===== src/design/chd_pkg.sv =====
// Shared types, constants and decode functions of the chunked transfer decoder.
package chd_pkg;

    // Default width of the chunk size and byte counters
    localparam int COUNT_BITS_DEF = 32;

    // Decoder phase codes
    localparam logic [2:0] PH_BLANK = 3'd0;
    localparam logic [2:0] PH_DIGIT = 3'd1;
    localparam logic [2:0] PH_TAIL  = 3'd2;
    localparam logic [2:0] PH_DATA  = 3'd3;
    localparam logic [2:0] PH_TRAIL = 3'd4;
    localparam logic [2:0] PH_ENDED = 3'd5;

    localparam logic [1:0] TRAILER_LEN = 2'd2;
    localparam logic [7:0] LINE_FEED   = 8'h0A;

    // One input transaction
    typedef struct packed {
        logic [7:0] stream_byte;
        logic       stream_end;
    } chd_item_t;

    // One result transaction
    typedef struct packed {
        logic [7:0] body_byte;
        logic       has_data;
        logic       done_res;
        logic       end_cause;
    } chd_result_t;

    // Hex digit decode: bit 4 set when the byte is a hex digit, value in bits 3:0
    function automatic logic [4:0] hex_decode(input logic [7:0] b);
        logic [4:0] r;
        begin
            r = 5'd0;
            if (b >= 8'h30 && b <= 8'h39)
            begin
                r = {1'b1, 4'(b - 8'h30)};
            end
            else if (b >= 8'h41 && b <= 8'h46)
            begin
                r = {1'b1, 4'(b - 8'h37)};
            end
            else if (b >= 8'h61 && b <= 8'h66)
            begin
                r = {1'b1, 4'(b - 8'h57)};
            end
            return r;
        end
    endfunction

    // Space, tab, CR, VT or FF
    function automatic logic is_blank(input logic [7:0] b);
        begin
            return (b == 8'h20) || (b == 8'h09) || (b == 8'h0D) ||
                   (b == 8'h0B) || (b == 8'h0C);
        end
    endfunction

endpackage


===== src/design/chd_in_reg.sv =====
// Input register of the chunked transfer decoder.
module chd_in_reg
(
    input  logic               clk,
    input  logic               rst_n,
    input  logic               in_valid,
    output logic               in_ready,
    input  chd_pkg::chd_item_t in_item,
    input  logic               take,
    output logic               held_valid,
    output chd_pkg::chd_item_t held_item
);

    logic               valid_reg;
    logic               valid_next;
    chd_pkg::chd_item_t item_reg;

    // Free when empty or when the held item moves on this cycle
    assign in_ready   = !valid_reg || take;
    assign held_valid = valid_reg;
    assign held_item  = item_reg;

    always_comb
    begin
        valid_next = valid_reg;
        if (in_ready)
        begin
            valid_next = in_valid;
        end
    end

    always_ff @(posedge clk or negedge rst_n)
    begin
        if (!rst_n)
        begin
            valid_reg <= 1'b0;
        end
        else
        begin
            valid_reg <= valid_next;
        end
    end

    // Payload needs no reset
    always_ff @(posedge clk)
    begin
        if (in_ready && in_valid)
        begin
            item_reg <= in_item;
        end
    end

endmodule


===== src/design/chd_framer.sv =====
// Chunk framing state machine: size line parse, payload count and trailer skip.
module chd_framer
#(
    parameter int COUNT_BITS = chd_pkg::COUNT_BITS_DEF
)
(
    input  logic                 clk,
    input  logic                 rst_n,
    input  logic                 fire,
    input  chd_pkg::chd_item_t   item,
    output logic                 res_valid,
    output chd_pkg::chd_result_t res
);

    logic [2:0]            phase_reg;
    logic [2:0]            phase_next;
    logic [COUNT_BITS-1:0] size_reg;
    logic [COUNT_BITS-1:0] size_next;
    logic [COUNT_BITS-1:0] left_reg;
    logic [COUNT_BITS-1:0] left_next;
    logic [1:0]            skip_reg;
    logic [1:0]            skip_next;

    logic [4:0]            hex;
    logic                  blank;
    logic                  lf;
    logic [COUNT_BITS-1:0] size_dig;
    logic [COUNT_BITS-1:0] left_dec;
    logic [1:0]            skip_dec;
    logic                  data;
    logic                  ended;

    assign hex      = chd_pkg::hex_decode(item.stream_byte);
    assign blank    = chd_pkg::is_blank(item.stream_byte);
    assign lf       = (item.stream_byte == chd_pkg::LINE_FEED);
    assign left_dec = left_reg - COUNT_BITS'(1);
    assign skip_dec = skip_reg - 2'd1;

    // Append one hex digit, saturating once the top nibble is in use
    assign size_dig = (size_reg[COUNT_BITS-1 -: 4] != 4'd0) ? {COUNT_BITS{1'b1}}
                                                             : {size_reg[COUNT_BITS-5:0], hex[3:0]};

    // Next state of the framing machine
    always_comb
    begin
        phase_next = phase_reg;
        size_next  = size_reg;
        left_next  = left_reg;
        skip_next  = skip_reg;
        data       = 1'b0;
        case (phase_reg)
            chd_pkg::PH_BLANK:
            begin
                if (blank)
                begin
                    phase_next = chd_pkg::PH_BLANK;
                end
                else if (hex[4])
                begin
                    size_next  = size_dig;
                    phase_next = chd_pkg::PH_DIGIT;
                end
                else
                begin
                    // no digits at all: size zero ends decoding
                    phase_next = chd_pkg::PH_ENDED;
                end
            end
            chd_pkg::PH_DIGIT:
            begin
                if (hex[4])
                begin
                    size_next = size_dig;
                end
                else if (size_reg == '0)
                begin
                    phase_next = chd_pkg::PH_ENDED;
                end
                else if (lf)
                begin
                    phase_next = chd_pkg::PH_DATA;
                    left_next  = size_reg;
                end
                else
                begin
                    phase_next = chd_pkg::PH_TAIL;
                end
            end
            chd_pkg::PH_TAIL:
            begin
                if (lf)
                begin
                    phase_next = chd_pkg::PH_DATA;
                    left_next  = size_reg;
                end
            end
            chd_pkg::PH_DATA:
            begin
                data      = 1'b1;
                left_next = left_dec;
                if (left_dec == '0)
                begin
                    phase_next = chd_pkg::PH_TRAIL;
                    skip_next  = chd_pkg::TRAILER_LEN;
                end
            end
            chd_pkg::PH_TRAIL:
            begin
                skip_next = skip_dec;
                if (skip_dec == 2'd0)
                begin
                    phase_next = chd_pkg::PH_BLANK;
                    size_next  = '0;
                end
            end
            default:
            begin
                phase_next = chd_pkg::PH_ENDED;
            end
        endcase
        ended = (phase_next == chd_pkg::PH_ENDED);

        // Final byte of a body: start afresh for the next one
        if (item.stream_end)
        begin
            phase_next = chd_pkg::PH_BLANK;
            size_next  = '0;
            left_next  = '0;
            skip_next  = 2'd0;
        end
    end

    // Result of the current byte
    assign res_valid     = data || item.stream_end;
    assign res.body_byte = data ? item.stream_byte : 8'd0;
    assign res.has_data  = data;
    assign res.done_res  = item.stream_end;
    assign res.end_cause = item.stream_end && !ended;

    always_ff @(posedge clk or negedge rst_n)
    begin
        if (!rst_n)
        begin
            phase_reg <= chd_pkg::PH_BLANK;
            size_reg  <= '0;
            left_reg  <= '0;
            skip_reg  <= 2'd0;
        end
        else if (fire)
        begin
            phase_reg <= phase_next;
            size_reg  <= size_next;
            left_reg  <= left_next;
            skip_reg  <= skip_next;
        end
    end

endmodule


===== src/design/chd_out_reg.sv =====
// Result register of the chunked transfer decoder.
module chd_out_reg
(
    input  logic                 clk,
    input  logic                 rst_n,
    input  logic                 load,
    input  logic                 res_valid,
    input  chd_pkg::chd_result_t res,
    output logic                 space,
    output logic                 out_valid,
    input  logic                 out_ready,
    output chd_pkg::chd_result_t out_res
);

    logic                 valid_reg;
    logic                 valid_next;
    chd_pkg::chd_result_t res_reg;

    // Room when empty or when the waiting result leaves this cycle
    assign space     = !valid_reg || out_ready;
    assign out_valid = valid_reg;
    assign out_res   = res_reg;

    always_comb
    begin
        valid_next = valid_reg && !out_ready;
        if (load)
        begin
            valid_next = res_valid;
        end
    end

    always_ff @(posedge clk or negedge rst_n)
    begin
        if (!rst_n)
        begin
            valid_reg <= 1'b0;
        end
        else
        begin
            valid_reg <= valid_next;
        end
    end

    always_ff @(posedge clk)
    begin
        if (load && res_valid)
        begin
            res_reg <= res;
        end
    end

endmodule


===== src/design/http_chunked_decoder.sv =====
// Top level of the HTTP chunked transfer decoder.
//
//  Channel   Dir  tdata                tlast       tuser
//  s_axis    in   [7:0] stream_byte    stream_end  -
//  m_axis    out  [7:0] body_byte      done_res    [0] has_data, [1] end_cause
//
// One byte is taken every clock while m_axis is not stalled. A result is valid on
// m_axis once its byte has sat in the input register and the framing logic has
// loaded the result register.
// Bytes that give no result (size lines, trailers, bytes after the end) are
// dropped silently. A stall on m_axis holds the result register and then the
// input register; s_axis_tready follows m_axis_tready within the same cycle.
// Reset clears the framing state to the start of a size line.
module http_chunked_decoder
#(
    parameter int COUNT_BITS = chd_pkg::COUNT_BITS_DEF
)
(
    input  logic       clk,
    input  logic       rst_n,
    input  logic       s_axis_tvalid,
    output logic       s_axis_tready,
    input  logic [7:0] s_axis_tdata,   // [7:0] stream_byte
    input  logic       s_axis_tlast,   // stream_end
    output logic       m_axis_tvalid,
    input  logic       m_axis_tready,
    output logic [7:0] m_axis_tdata,   // [7:0] body_byte
    output logic       m_axis_tlast,   // done_res
    output logic [1:0] m_axis_tuser    // [0] has_data, [1] end_cause
);

    chd_pkg::chd_item_t   in_item;
    chd_pkg::chd_item_t   held_item;
    chd_pkg::chd_result_t res;
    chd_pkg::chd_result_t out_res;
    logic                 held_valid;
    logic                 res_valid;
    logic                 space;
    logic                 advance;

    assign in_item.stream_byte = s_axis_tdata;
    assign in_item.stream_end  = s_axis_tlast;

    // The held byte is processed when the result register can take its result
    assign advance = held_valid && space;

    chd_in_reg u_in
    (
        .clk        (clk),
        .rst_n      (rst_n),
        .in_valid   (s_axis_tvalid),
        .in_ready   (s_axis_tready),
        .in_item    (in_item),
        .take       (advance),
        .held_valid (held_valid),
        .held_item  (held_item)
    );

    chd_framer #(.COUNT_BITS(COUNT_BITS)) u_framer
    (
        .clk       (clk),
        .rst_n     (rst_n),
        .fire      (advance),
        .item      (held_item),
        .res_valid (res_valid),
        .res       (res)
    );

    chd_out_reg u_out
    (
        .clk       (clk),
        .rst_n     (rst_n),
        .load      (advance),
        .res_valid (res_valid),
        .res       (res),
        .space     (space),
        .out_valid (m_axis_tvalid),
        .out_ready (m_axis_tready),
        .out_res   (out_res)
    );

    assign m_axis_tdata = out_res.body_byte;
    assign m_axis_tlast = out_res.done_res;
    assign m_axis_tuser = {out_res.end_cause, out_res.has_data};

endmodule


===== config.mk =====
export PLATFORM = sky130hd
export DESIGN_NAME = http_chunked_decoder
export DESIGN_NICKNAME = d
export VERILOG_FILES = /design/src/design/chd_pkg.sv /design/src/design/chd_in_reg.sv /design/src/design/chd_framer.sv /design/src/design/chd_out_reg.sv /design/src/design/http_chunked_decoder.sv
export SDC_FILE = /design/constraint.sdc
export NUM_CORES = 1
export LEC_CHECK = 0
export BUFFER_PORTS_ARGS = -buffer_cell sky130_fd_sc_hd__buf_2
export CORE_MARGIN = 3
export CORE_UTILIZATION = 50
export CTS_CLUSTER_DIAMETER = 100
export DETAILED_ROUTE_END_ITERATION = 8
export PLACE_DENSITY_LB_ADDON = 0.1
export SYNTH_ARGS = -nofsm -noshare
export SYNTH_HDL_FRONTEND = slang
export SYNTH_HIERARCHICAL = 1
export SYNTH_SLANG_ARGS = --single-unit

===== constraint.sdc =====
create_clock -name clk -period 3.25 [get_ports clk]
set_input_delay 0.8125 -clock clk [delete_from_list [all_inputs] [get_ports clk]]
set_output_delay 0.8125 -clock clk [all_outputs]
set_load 0.1 [all_outputs]

==> results.md, run 1 <==
* Initial antenna violation count at 1
* Clock skew at 0.00607 ns
* Die ar. at between 10000 and 15000 um2
* Clock tree sinks at just over 90
* Post-synthesis sequential area ratio at a little under half
* Critical-path maximum fanout at 6
* Worst rel slew slack at about 55%
* Hold buffer count at CTS at 0
* Area after DPL at ~5600 um2
* Synth top area share at about a third
* Vias in the first global route at 4377
* Worst setup path class: flop to flop
* Final setup viols at 0
* Iter 0 DRT Violations at 365
* Post-route DRC violation count at 0
* First-pass DRT Iterations at 5
* Worst Hold Class: input port to asynchronous set/reset pin
* Synthesized net count at 614
* Clk buf depth at 2
* Post-synth EDFFs at 20
* I/O Buffers at 25
* GR Layer Usage met2 at 40.9%
* Pin count of the biggest net entering global routing at 55
* Root Buffer: clkbuf_8
* Required @ worst endpoint at roughly 3.5 ns
* Reg2Reg Depth at 8
* Main synth FF type: dfrtp_1
* Status: finished clean
* Library cells used by synthesis at 65
* GRT Residual Overflow at 0
* Post-layout net count at between 600 and 700
* GR Util met1 at around 36%
* Int Pwr at between 0.0015 and 0.002 W
* CTS HTree Levels at 3
* Combinational share of power at about a quarter
* Crit path time final at 3.07 ns
* Pwr dens at approximately 450 nW/um2
* Boundary Pins at 26
* Worst VDD drop at around 240 uV
* Area contributors post-synth: dfrtp_1 (34%), edfxtp_1 (12%), o21ai_0 (8.5%), nor2_1 (6.4%), nand2_1 (3.3%)
* Sw power at approximately 0.00091 W
* DRT Wirelength at around 14 mm
* Synth warn at 6
* RePlAce Congestion at around 0.97
* Core Rows at 36
* Initial core utilization at roughly 52%
* Final Cell Area at 5750 um2
* Clock Power Share at about a quarter
* Core Footprint at roughly 10000 um2
* CP startpoint kind: flop
* Fmax achieved at around 330 MHz
* Avg Cell Area, Syn at just under 9 um2
* Vias at around 4.6k
* Endpoints failing hold at 0
* First-pass GRT wire length at 23.4 mm
* Mapped cell area at around 5200 um2
* Total GRT Usage at 25.7%
* Fraction of layout cells with a size suffix above 1 at between 10% and 20%
* Fillers at slightly above 900
* Skew-Pair Late Insertion Delay at roughly 0.35 ns
* Gr busiest metal: met2
* Die height at around 110 um
* Ys async rst share at 78.0%
* Slew Limit Fails at 0
* Worst-path clk slew at about 0.09 ns
* Routed len/inst at between 15 and 20 um
* N_diodes at 0
* Final Util at between 50 and 60%
* Endpoint type of the worst setup path: flop
* P&R area growth vs syn at 10.4%
* Routed Antenna Nets at 0
* #FFs+latches synth at 91
* Final Cycle Share at a little over nine tenths
* Leak pwr at around 2.5 nW
* Via density at around 6.1
* Post-synth top area cell: dfrtp_1
* GR Util met3 at under 10%
* Max cap viols at 0
* Chip width at 108 um
* Arrival @ worst endpoint at 3.29 ns
* Measured slew at the worst slew-check pin at approximately 0.68 ns
* CTS tree: built
* Total CTS buffers at 9
* Syn Inst Count at approximately 590
* Sw frac at approximately a third
* Hpwl dp at 10.1 mm
* Register share of total power at about half
[cells in the final DEF, fill, tap and decap left out, drive strengths merged, types with 5 or more instances in the layout]
cell and instances:
and3 10, inv 9, nand2 46, o21ai 93
o2bb2ai 8, nor2 89, nand3 12, nor4 20
nand4 5, a211oi 6, buf 57, nor2b 8
nor3 21, clkbuf 11, dfrtp 71, a21oi 30
nor4b 5, or3 6, edfxtp 20, a22oi 5
xnor2 9, ha 8, nand2b 8, or4 10
xor2 10
[area by class of cell]
cell class,instances,area [um2],area share (%)
clock buffer,11,131,2.28
clock inverter,5,30.0,0.522
multi-input combinational,451,2630,45.8
timing repair buffer,57,378,6.57
tap,133,166,2.89
sequential,91,2380,41.3
inverter,10,37.5,0.652
[power by group through the flow]
| stage | Sequential (W) | Combinational, W | Clock, W |
|---|---|---|---|
| after detailed placement | 0.00133 | 0.000614 | 0 |
| after global routing | 0.00132 | 0.000679 | 0.000741 |
| final | 0.00131 | 0.000621 | 0.000672 |
| after floorplan | 0.00139 | 0.000383 | 0 |
| after global placement | 0.00132 | 0.000601 | 0 |
| after CTS | 0.00130 | 0.000616 | 0.000692 |
[repair_timing]
action | CTS | global route
gates resized for setup | 0 | 5
setup buffers | 0 | 0
endpoints found under the setup margin | 0 | 10
[worst paths after layout]
kind / start / end / slack, ns
max: u_framer/left_reg[17] / u_framer/phase_reg[0] / 0.18
min: rst_n / u_out/out_valid / 0.25
max reg2reg: u_framer/left_reg[17] / u_framer/phase_reg[0] / 0.18
min reg2reg: u_framer/left_reg[19] / u_framer/left_reg[19] / 0.54
max in group asynchronous: rst_n / u_framer/left_reg[10] / 2.33
min in group clk: u_framer/left_reg[19] / u_framer/left_reg[19] / 0.54
[metrics by stage]
step | total power, W | cells | worst slack [ns] | TNS (ns) | hold WS (ns)
final | 0.00260 | 758 | 0.179 | 0 | 0.252
after global routing | 0.00274 | 758 | -0.00103 | -0.00103 | 0.241
after CTS | 0.00261 | 758 | 0.0964 | 0 | 0.243
after detailed placement | 0.00194 | 742 | 0.115 | 0 | 0.515
after global placement | 0.00193 | 742 | 0.148 | 0 | 0.497
after floorplan | 0.00177 | 593 | 0.311 | 0 | 0.462
[synth_stat cells (all sizes together) (2+ instances only)]
cell and n:
a221oi 2, xor2 10, a211oi 6, or3 6, a22oi 5, and3 10
xnor2 9, a21oi 30, a32oi 3, o21ai 93, inv 9, a21boi 2
and4 2, ha 8, nand3b 3, or4 10, o2bb2ai 8, or2 3
o21bai 2, nand2 46, nand4 5, edfxtp 20, dfrtp 71, and2 4
nand2b 8, o31a 2, a31oi 2, o31ai 2, a31o 2, o21a 2
nor4 20, nor4b 5, nand3 12, nor2 89, nor3 21, nor2b 8
buf 9, clkbuf 32
[routing by layer]
metal,wire (um),up-vias
met3,682,30
li1,-,2193
met5,11,-
met4,288,2
met2,6580,126
met1,6750,2280
[critical path, stage by stage (launching register included)]
cell     delay (ns)
dfrtp_1        0.43
or4_1          0.70
nor4_4         0.44
nand3_1        0.20
xnor2_1        0.17
nor4_1         0.32
nand4_1        0.21
nor4_4         0.34
o21ai_0        0.12
[cells by family after synthesis]
logic type	synth area share, %
compound gates	18.7
xor+xnor	3.19
fa+ha+maj	1.92
buf+inv	4.32
flops	45.6
mux	0.216
simple gates	26.0
(Power assumes the default switching activity.)
==> inputs of run 2 (changes only) <==
--- a/constraint.sdc
+++ b/constraint.sdc
@@ -3,2 +3,2 @@
 set_output_delay 0.8125 -clock clk [all_outputs]
-set_load 0.1 [all_outputs]
+set_load 0.01 [all_outputs]
==> results.md, run 2 (synthesis gave the netlist of run 1 again) <==
* Clk buf depth at 2 (unchanged)
* Commonest cells after routing, fill and taps aside: nor2_1 (89), o21ai_0 (88), dfrtp_1 (71), nand2_1 (46), a21oi_1 (30) (was nor2_1 (89), o21ai_0 (88), dfrtp_1 (71), nand2_1 (46), buf_4 (31))
* Pwr dens at 439 nW/um2 (was 452 nW/um2)
* Critical Path, Cell by Cell: or4_4, or3_2, nor3_2, xnor2_1, nand4_1, or4_4, nor4_4, a31oi_1 (was or4_1, nor4_4, nand3_1, xnor2_1, nor4_1, nand4_1, nor4_4, o21ai_0)
* Final Cycle Share at 96.2% (was 94.5%)
* Initial antenna violation count at 0 (was 1)
* Area after DPL at 5560 um2 (was 5570 um2)
* CP startpoint kind: flop (unchanged)
* Initial core utilization at 52.3% (unchanged)
* Measured slew at the worst slew-check pin at 0.725 ns (was 0.677 ns)
* Root Buffer: clkbuf_8 (unchanged)
* Fillers at 927 (was 915)
* RePlAce Congestion at 0.984 (was 0.968)
* Endpoints failing hold at 0 (unchanged)
* RSZ-0062 raised after global routing: no
* First-pass DRT Iterations at 5 (unchanged)
* First-pass GRT wire length at 23.2 mm (was 23.4 mm)
* Clock tree sinks at 91 (unchanged)
* Worst rel slew slack at 51.6% (was 54.9%)
* Clock Power Share at 28.6% (was 25.9%)
* Status: finished clean (unchanged)
* Core Footprint at 9950 um2 (unchanged)
* Total CTS buffers at 9 (unchanged)
* Worst-path clk slew at 0.08 ns (was 0.09 ns)
* Max cap viols at 0 (unchanged)
* Total GRT Usage at 25.7% (about the same)
* DRT Wirelength at 14.2 mm (was 14.3 mm)
* Crit path top cell by count: or4_4 (was nor4_4)
* Required @ worst endpoint at 3.49 ns (was 3.47 ns)
* Worst VDD drop at 292 uV (was 243 uV)
* Family with the most delay on the worst path: simple AND/OR/NAND/NOR gates (unchanged)
* Slew Limit Fails at 0 (unchanged)
* Combinational share of power at 19.8% (was 23.9%)
* Die height at 108 um (unchanged)
* Routed Antenna Nets at 0 (unchanged)
* Fmax achieved at 320 MHz (was 326 MHz)
* Via density at 6.08 (was 6.11)
* CTS tree: built (unchanged)
* Slowest cell on crit path: or4_4 (was or4_1)
* CTS HTree Levels at 3 (unchanged)
* Core Rows at 36 (unchanged)
* Leak pwr at 2.48 nW (was 2.47 nW)
* Routed len/inst at 18.8 um (was 18.9 um)
* Crit path time final at 3.13 ns (was 3.07 ns)
* Slowest stage delay, CP at 0.61 ns (was 0.70 ns)
* Register share of total power at 51.6% (was 50.3%)
* Chip width at 108 um (unchanged)
* Int Pwr at 0.00175 W (was 0.00169 W)
* P&R area growth vs syn at 10.8% (was 10.4%)
* Final Cell Area at 5770 um2 (was 5750 um2)
* Fraction of layout cells with a size suffix above 1 at 15.6% (was 15.5%)
* Bufs and invs on worst path at 0 (unchanged)
* Post-route DRC violation count at 0 (unchanged)
* Iter 0 DRT Violations at 361 (was 365)
* Worst setup path class: flop to flop (unchanged)
* Setup Buffers After CTS at 0 (unchanged)
* Worst Hold Class: input port to asynchronous set/reset pin (unchanged)
* Most common cell after layout, fill and taps aside: nor2_1 (unchanged)
* Worst reg2reg endpoint: u_framer/phase_reg[1] (was u_framer/phase_reg[0])
* Vias in the first global route at 4371 (was 4377)
* Critical-path maximum fanout at 6 (unchanged)
* Die ar. at 11700 um2 (unchanged)
* RR Startpoint: u_framer/left_reg[0] (was u_framer/left_reg[17])
* Clock skew at 0.00819 ns (was 0.00607 ns)
* Vias at 4594 (was 4631)
* Post-layout net count at 639 (was 641)
* Sw power at 0.000782 W (was 0.000914 W)
* Hpwl dp at 10.2 mm (was 10.1 mm)
* Final setup viols at 0 (unchanged)
* Skew-Pair Late Insertion Delay at 0.37 ns (was 0.35 ns)
* Total negative slack at 0 ns (unchanged)
* Pin count of the biggest net entering global routing at 55 (unchanged)
* Hold buffer count at CTS at 0 (unchanged)
* GRT Residual Overflow at 0 (unchanged)
* Reg2Reg Setup Slack at 0.12 ns (was 0.18 ns)
* I/O Buffers at 25 (unchanged)
* Endpoint type of the worst setup path: flop (unchanged)
* Arrival @ worst endpoint at 3.37 ns (was 3.29 ns)
* Sw frac at 30.9% (was 35.1%)
* Reg2Reg Depth at 8 (unchanged)
* Hold slack at 0.234 ns (was 0.252 ns)
* Boundary Pins at 26 (unchanged)
* CTS resizes at 0 (unchanged)
==> run 2: how the worst max path moves through the flow <==
stage                               start                     to  slack [ns]  depth (start not counted)
CTS                  u_framer/left_reg[0]  u_framer/phase_reg[1]        0.09                          8
global placement     u_framer/left_reg[0]  u_framer/phase_reg[1]        0.17                          8
global route        u_framer/left_reg[10]  u_framer/phase_reg[0]      0.0005                          8
finish               u_framer/left_reg[0]  u_framer/phase_reg[1]        0.12                          8
detailed placement   u_framer/left_reg[0]  u_framer/phase_reg[1]        0.12                          8
floorplan            u_framer/left_reg[2]  u_framer/phase_reg[1]        0.31                         10
==> run 2: layer usage <==
layer / up-vias / track usage [%] / wire length [um]
met5: - / 0 / 0
met4: 0 / 9.83 / 339
met3: 25 / 3.88 / 652
met2: 130 / 40.1 / 6620
met1: 2260 / 36.2 / 6570
li1: 2179 / - / -
==> run 2: worst reg2reg max path: cells and delay by family, from the launching register on <==
kind,cells,cell delay (ns)
flops,1,0.43
simple gates,6,2.27
compound gates,1,0.13
xor+xnor,1,0.17
==> run 2: through the flow <==
| step | cells | utilization [%] | power [W] | worst slack (ns) |
|---|---|---|---|---|
| global route | 755 | 58.0 | 0.00266 | 0.000512 |
| detailed placement | 740 | 55.8 | 0.00182 | 0.121 |
| floorplan | 593 | - | 0.00166 | 0.311 |
| global placement | 740 | 55.8 | 0.00181 | 0.174 |
| CTS | 755 | 57.6 | 0.00255 | 0.0934 |
| finish | 756 | 58.0 | 0.00253 | 0.122 |
==> run 2: layout make-up <==
cell class / count / area (um2) / share of cell area [%]
clock buffer: 13 / 170 / 2.95
clock inverter: 2 / 10.0 / 0.173
antenna: 1 / 2.50 / 0.0433
timing repair buffer: 55 / 363 / 6.28
sequential: 91 / 2380 / 41.2
multi-input combinational: 451 / 2650 / 45.9
tap: 133 / 166 / 2.88
inverter: 10 / 37.5 / 0.650
==> run 2: power by group through the flow <==
stage	combinational [W]	clock, W	sequential (W)
floorplan	0.000369	0	0.00129
global placement	0.000487	0	0.00132
detailed placement	0.000496	0	0.00133
CTS	0.000498	0.000747	0.00130
global route	0.000559	0.000786	0.00132
finish	0.000502	0.000725	0.00131
